--- config.mk ---
export PLATFORM = sky130hd
export DESIGN_NAME = gerd_fifo
export DESIGN_NICKNAME = d
export VERILOG_FILES = /design/src/hw/rtl/gerd_pkg.sv /design/src/hw/rtl/gerd_fifo.sv
export SDC_FILE = /design/constraint.sdc
export NUM_CORES = 1
export LEC_CHECK = 0
export ABC_AREA = 1
export BUFFER_PORTS_ARGS = -buffer_cell sky130_fd_sc_hd__buf_4
export CAP_MARGIN = 5
export CORE_ASPECT_RATIO = 0.7
export CORE_MARGIN = 3
export CORE_UTILIZATION = 52
export DETAILED_ROUTE_END_ITERATION = 10
export MAX_ROUTING_LAYER = met4
export PLACE_DENSITY = 0.76
export RECOVER_POWER = 25
export SYNTH_ARGS = -nofsm -noshare
export SYNTH_HDL_FRONTEND = slang
export SYNTH_SLANG_ARGS = --single-unit
--- constraint.sdc ---
create_clock -name clk_i -period 7.6 [get_ports clk_i]
set_clock_uncertainty 0.15 [all_clocks]
set_input_delay 1.14 -clock clk_i [delete_from_list [all_inputs] [get_ports clk_i]]
set_output_delay 1.14 -clock clk_i [all_outputs]
set_load 0.03 [all_outputs]
--- src/hw/rtl/gerd_pkg.sv ---
`timescale 1ns / 1ps
// ----------------------------------------------------------------------------
// gerd_pkg
// shared types and constants for the gamepad edge and radial deadzone core
// ----------------------------------------------------------------------------
package gerd_pkg;

  localparam int unsigned ButtonBits = 16;
  localparam logic [15:0] ButtonMask = 16'((64'd1 << ButtonBits) - 64'd1);

  localparam logic [15:0] DeadzoneReset = 16'd3277;

  localparam int unsigned CfgIdxW = 8;
  localparam logic [CfgIdxW-1:0] RegDeadzone = 8'd0;
  localparam logic [CfgIdxW-1:0] RegInvertY  = 8'd1;

  typedef struct packed {
    logic               connected;
    logic [15:0]        buttons;
    logic signed [15:0] left_x;
    logic signed [15:0] left_y;
    logic signed [15:0] right_x;
    logic signed [15:0] right_y;
  } gerd_in_t;

  typedef struct packed {
    logic [15:0]        held;
    logic [15:0]        pressed;
    logic [15:0]        released;
    logic signed [15:0] left_out_x;
    logic signed [15:0] left_out_y;
    logic signed [15:0] right_out_x;
    logic signed [15:0] right_out_y;
  } gerd_out_t;

  typedef struct packed {
    logic [15:0]        held;
    logic [15:0]        pressed;
    logic [15:0]        released;
    logic signed [15:0] lx;
    logic signed [15:0] ly;
    logic signed [15:0] rx;
    logic signed [15:0] ry;
  } gerd_item_t;

  typedef struct packed {
    logic signed [15:0] x;
    logic signed [15:0] y;
  } gerd_stick_res_t;

endpackage

--- src/hw/rtl/gerd_fifo.sv ---
`timescale 1ns / 1ps
// ----------------------------------------------------------------------------
// gerd_fifo
// two-entry queue between front and back
// ----------------------------------------------------------------------------
module gerd_fifo (
  input  logic                 clk_i,
  input  logic                 rst_ni,
  input  logic                 push_i,
  input  gerd_pkg::gerd_item_t push_data_i,
  output logic                 full_o,
  input  logic                 pop_i,
  output logic                 empty_o,
  output gerd_pkg::gerd_item_t pop_data_o
);
  import gerd_pkg::*;

  gerd_item_t  mem_q [2];
  logic        wr_q, wr_d, rd_q, rd_d;
  logic [1:0]  cnt_q, cnt_d;

  assign full_o     = (cnt_q == 2'd2);
  assign empty_o    = (cnt_q == 2'd0);
  assign pop_data_o = mem_q[rd_q];

  always_comb begin
    wr_d  = push_i ? ~wr_q : wr_q;
    rd_d  = pop_i ? ~rd_q : rd_q;
    cnt_d = cnt_q + 2'(push_i) - 2'(pop_i);
  end

  always_ff @(posedge clk_i) begin
    if (push_i) begin
      mem_q[wr_q] <= push_data_i;
    end
  end

  always_ff @(posedge clk_i or negedge rst_ni) begin
    if (!rst_ni) begin
      wr_q  <= 1'b0;
      rd_q  <= 1'b0;
      cnt_q <= 2'd0;
    end else begin
      wr_q  <= wr_d;
      rd_q  <= rd_d;
      cnt_q <= cnt_d;
    end
  end

endmodule

==> results.ini <==
[logic_synthesis]
synthXorXnorAreaFrac_pct = 0.2011
yosys_warnings = 0
synth.area.mux_share_pct = 0
ys_seq_elements = 228
ys_top_cells_by_area = edfxtp_1 77%, inv_1 5.1%, nand2_1 5.1%
synth_top_family_by_area = compound AO/OA/AOI/OAI gates
synth_nets = 728
yosysTopAreaCell = edfxtp_1
ys_types = 16
syn_area_sq_mm = 0.008708
synth-compound-area-share_pct = 8.161
seq_area_frac_synth_pct = 78.39
synth-simple-area-share_pct = 5.273
syn_avg_cell_area_sq_um = 14.28
netlist_instances = 610
synth_top_area_share_pct = 77.24
synthAdderAreaFrac_pct = 0.2874

[timing]
finalHoldViolations = 0
rsz0062_at_grt = false
fmax_ghz = 0.2490
maxSlewHeadroom_pct = 35.62
setup_slack_ns = 3.585
hold_ws_ns = 0.3475
setup_viol = 0
period_minus_slack_ns = 4.015
worst_pin_slew_ns = 0.9657
slew_violations = 0
finalSetupTns_ns = 0
post-route-period-util_pct = 52.83

[place]
place_area_sq_mm = 0.01053
port_buffers = 229
place_ws_ns = 4.069
gp_congestion = 0.8242
dp.final_hpwl_um = 12210

[setup_path]
critPathLaunchType = register
cp-end-kind = output pin
crit_fanout = 84
rr_endpoint = mem_q[1][57]$_DFFE_PP_
reg2reg_depth = 3
worstPathRequired_ns = 6.31
path_class = reg2out
arrival_ns = 2.73
r2r-start = wr_q$_DFFE_PN0P_
reg2reg_slack_ns = 5.21

[final_layout]
final_nets = 960
fin_area_sq_mm = 0.01111
final_common_cell = edfxtp_1
most-common-layout-cells = 224 x edfxtp_1, 161 x buf_4, 118 x inv_1, 118 x nand2_1, 65 x o21ai_0
synthToLayoutAreaGrowth_pct = 27.60
layout-drive-gt1-share_pct = 33.76
antenna-diode-count = 0

[die]
dieArea_sq_mm = 0.01836
num_rows = 38
io-pin-count = 230
start_util_pct = 54.67
die_y_um = 114.3
core_area_sq_mm = 0.01593
die_w_um = 160.7

[clock_network]
cts_tree = done
cts_buffers = 21
clock-root-buffer = clkbuf_16
clk_pin_slew_worst_paths_ns = 0.06
holdBufCountCts = 0
post_cts_buffers = 0
cts_num_sinks = 228
clkLatencyLatePin_ns = 0.48
cts_resized = 0
cts_buffer_depth = 3
htreeDepth = 1

[global_route]
grt_pass1_vias = 5302
grt_use_total_pct = 19.81
grt_start_max_net_pins = 85
antenna_found_initial = 0
grt_overflow = 0
grt_pass1_wl_um = 27600

[route]
viasPerCell = 4.895
wirelength_um = 17830
vias = 5267
avgRoutedWirePerCell_um = 16.57
drc = 0
drtIter0Drc = 382
final_antenna_net_count = 0
drtPass1Iterations = 4

[power_and_ir_drop]
switchingPower_mw = 1.790
p_comb_share_pct = 39.6
pwr-share-seq_pct = 38.6
p_int_mw = 2.825
pwr-share-clk_pct = 21.8
powerDensity_mw_per_mm2 = 415.3
switching_share_pct = 38.79
total_power_mw = 4.615
power_leakage_nw = 4.656
irDropWorstVdd_mv = 0.3062

[flow_run]
cap_violations = 0

[min_path]
hold_path.class = in2async

[run_status]
outcome = finished, final reports clean

flip-flops by register name, indices dropped and copies added (netlist names):
register	count
mem_q	224
cnt_q	2
rd_q	1
wr_q	1
per-layer routing:
metal / GRT usage [%] / vias to the layer above / wire [um]
li1: - / 2537 / -
met2: 31.99 / 214 / 8539
met3: 5.495 / 26 / 1751
met1: 25.55 / 2490 / 7194
met5: - / - / 0
met4: 4.393 / 0 / 343
cells in the mapped netlist (all sizes together):
library cell,count
clkbuf,6
edfxtp,224
nor2,3
inv,119
ha,2
o21ai,112
buf,19
xor2,2
nand2,118
nand3,1
dfrtp,4
cell type report:
type / count / area (sq um)
Inverter: 119 / 449.2
Clock inverter: 14 / 122.6
Fill cell: 1119 / 4816
Clock buffer: 23 / 533.0
Sequential cell: 228 / 6830
Tap cell: 220 / 275.3
Timing Repair Buffer: 234 / 1682
Multi-Input combinational cell: 238 / 1220
kinds of logic (layout without fill, tap and decap cells):
group / after synthesis / in the layout
DFF: 228 / 228
buffers and inverters: 144 / 390
and+or+nand+nor: 122 / 122
AOI/OAI and AO/OA: 112 / 112
adders and majority gates: 2 / 2
xor gates and xnor gates: 2 / 2
power groups by stage:
stage	combinational [mW]	clock (mW)	sequential (mW)
after floorplan	1.28	0	1.77
after detailed placement	1.85	0	1.81
after CTS	1.86	1.03	1.78
final	1.83	1.01	1.78
after global placement	1.82	0	1.80
after global routing	1.96	1.08	1.81
through the flow:
step           utilization [%]  std cells
2_1_floorplan                -        610
3_3_place_gp             66.12       1039
3_5_place_dp             66.12       1039
4_1_cts                  70.24       1076
5_1_grt                  69.76       1076
6_report                 69.76       1076
how the worst max path moves through the flow:
| stage | from | endpoint | slack, ns |
|---|---|---|---|
| finish | rd_q$_DFFE_PN0P_ | pop_data_o[96] | 3.58 |
| global route | rd_q$_DFFE_PN0P_ | pop_data_o[103] | 3.36 |
| CTS | rd_q$_DFFE_PN0P_ | pop_data_o[103] | 3.54 |
| detailed placement | rd_q$_DFFE_PN0P_ | pop_data_o[103] | 4.07 |
| global placement | rd_q$_DFFE_PN0P_ | pop_data_o[88] | 4.19 |
| floorplan | push_i | mem_q[0][0]$_DFFE_PP_ | 1.0 |
critical path, stage by stage, from the launching register on:
cell and delay (ns):
dfrtp_4 0.83, buf_4 0.84, nand2_1 0.17, o21ai_2 0.12, buf_4 0.19
Note: power is estimated with default switching activity, not from simulation.
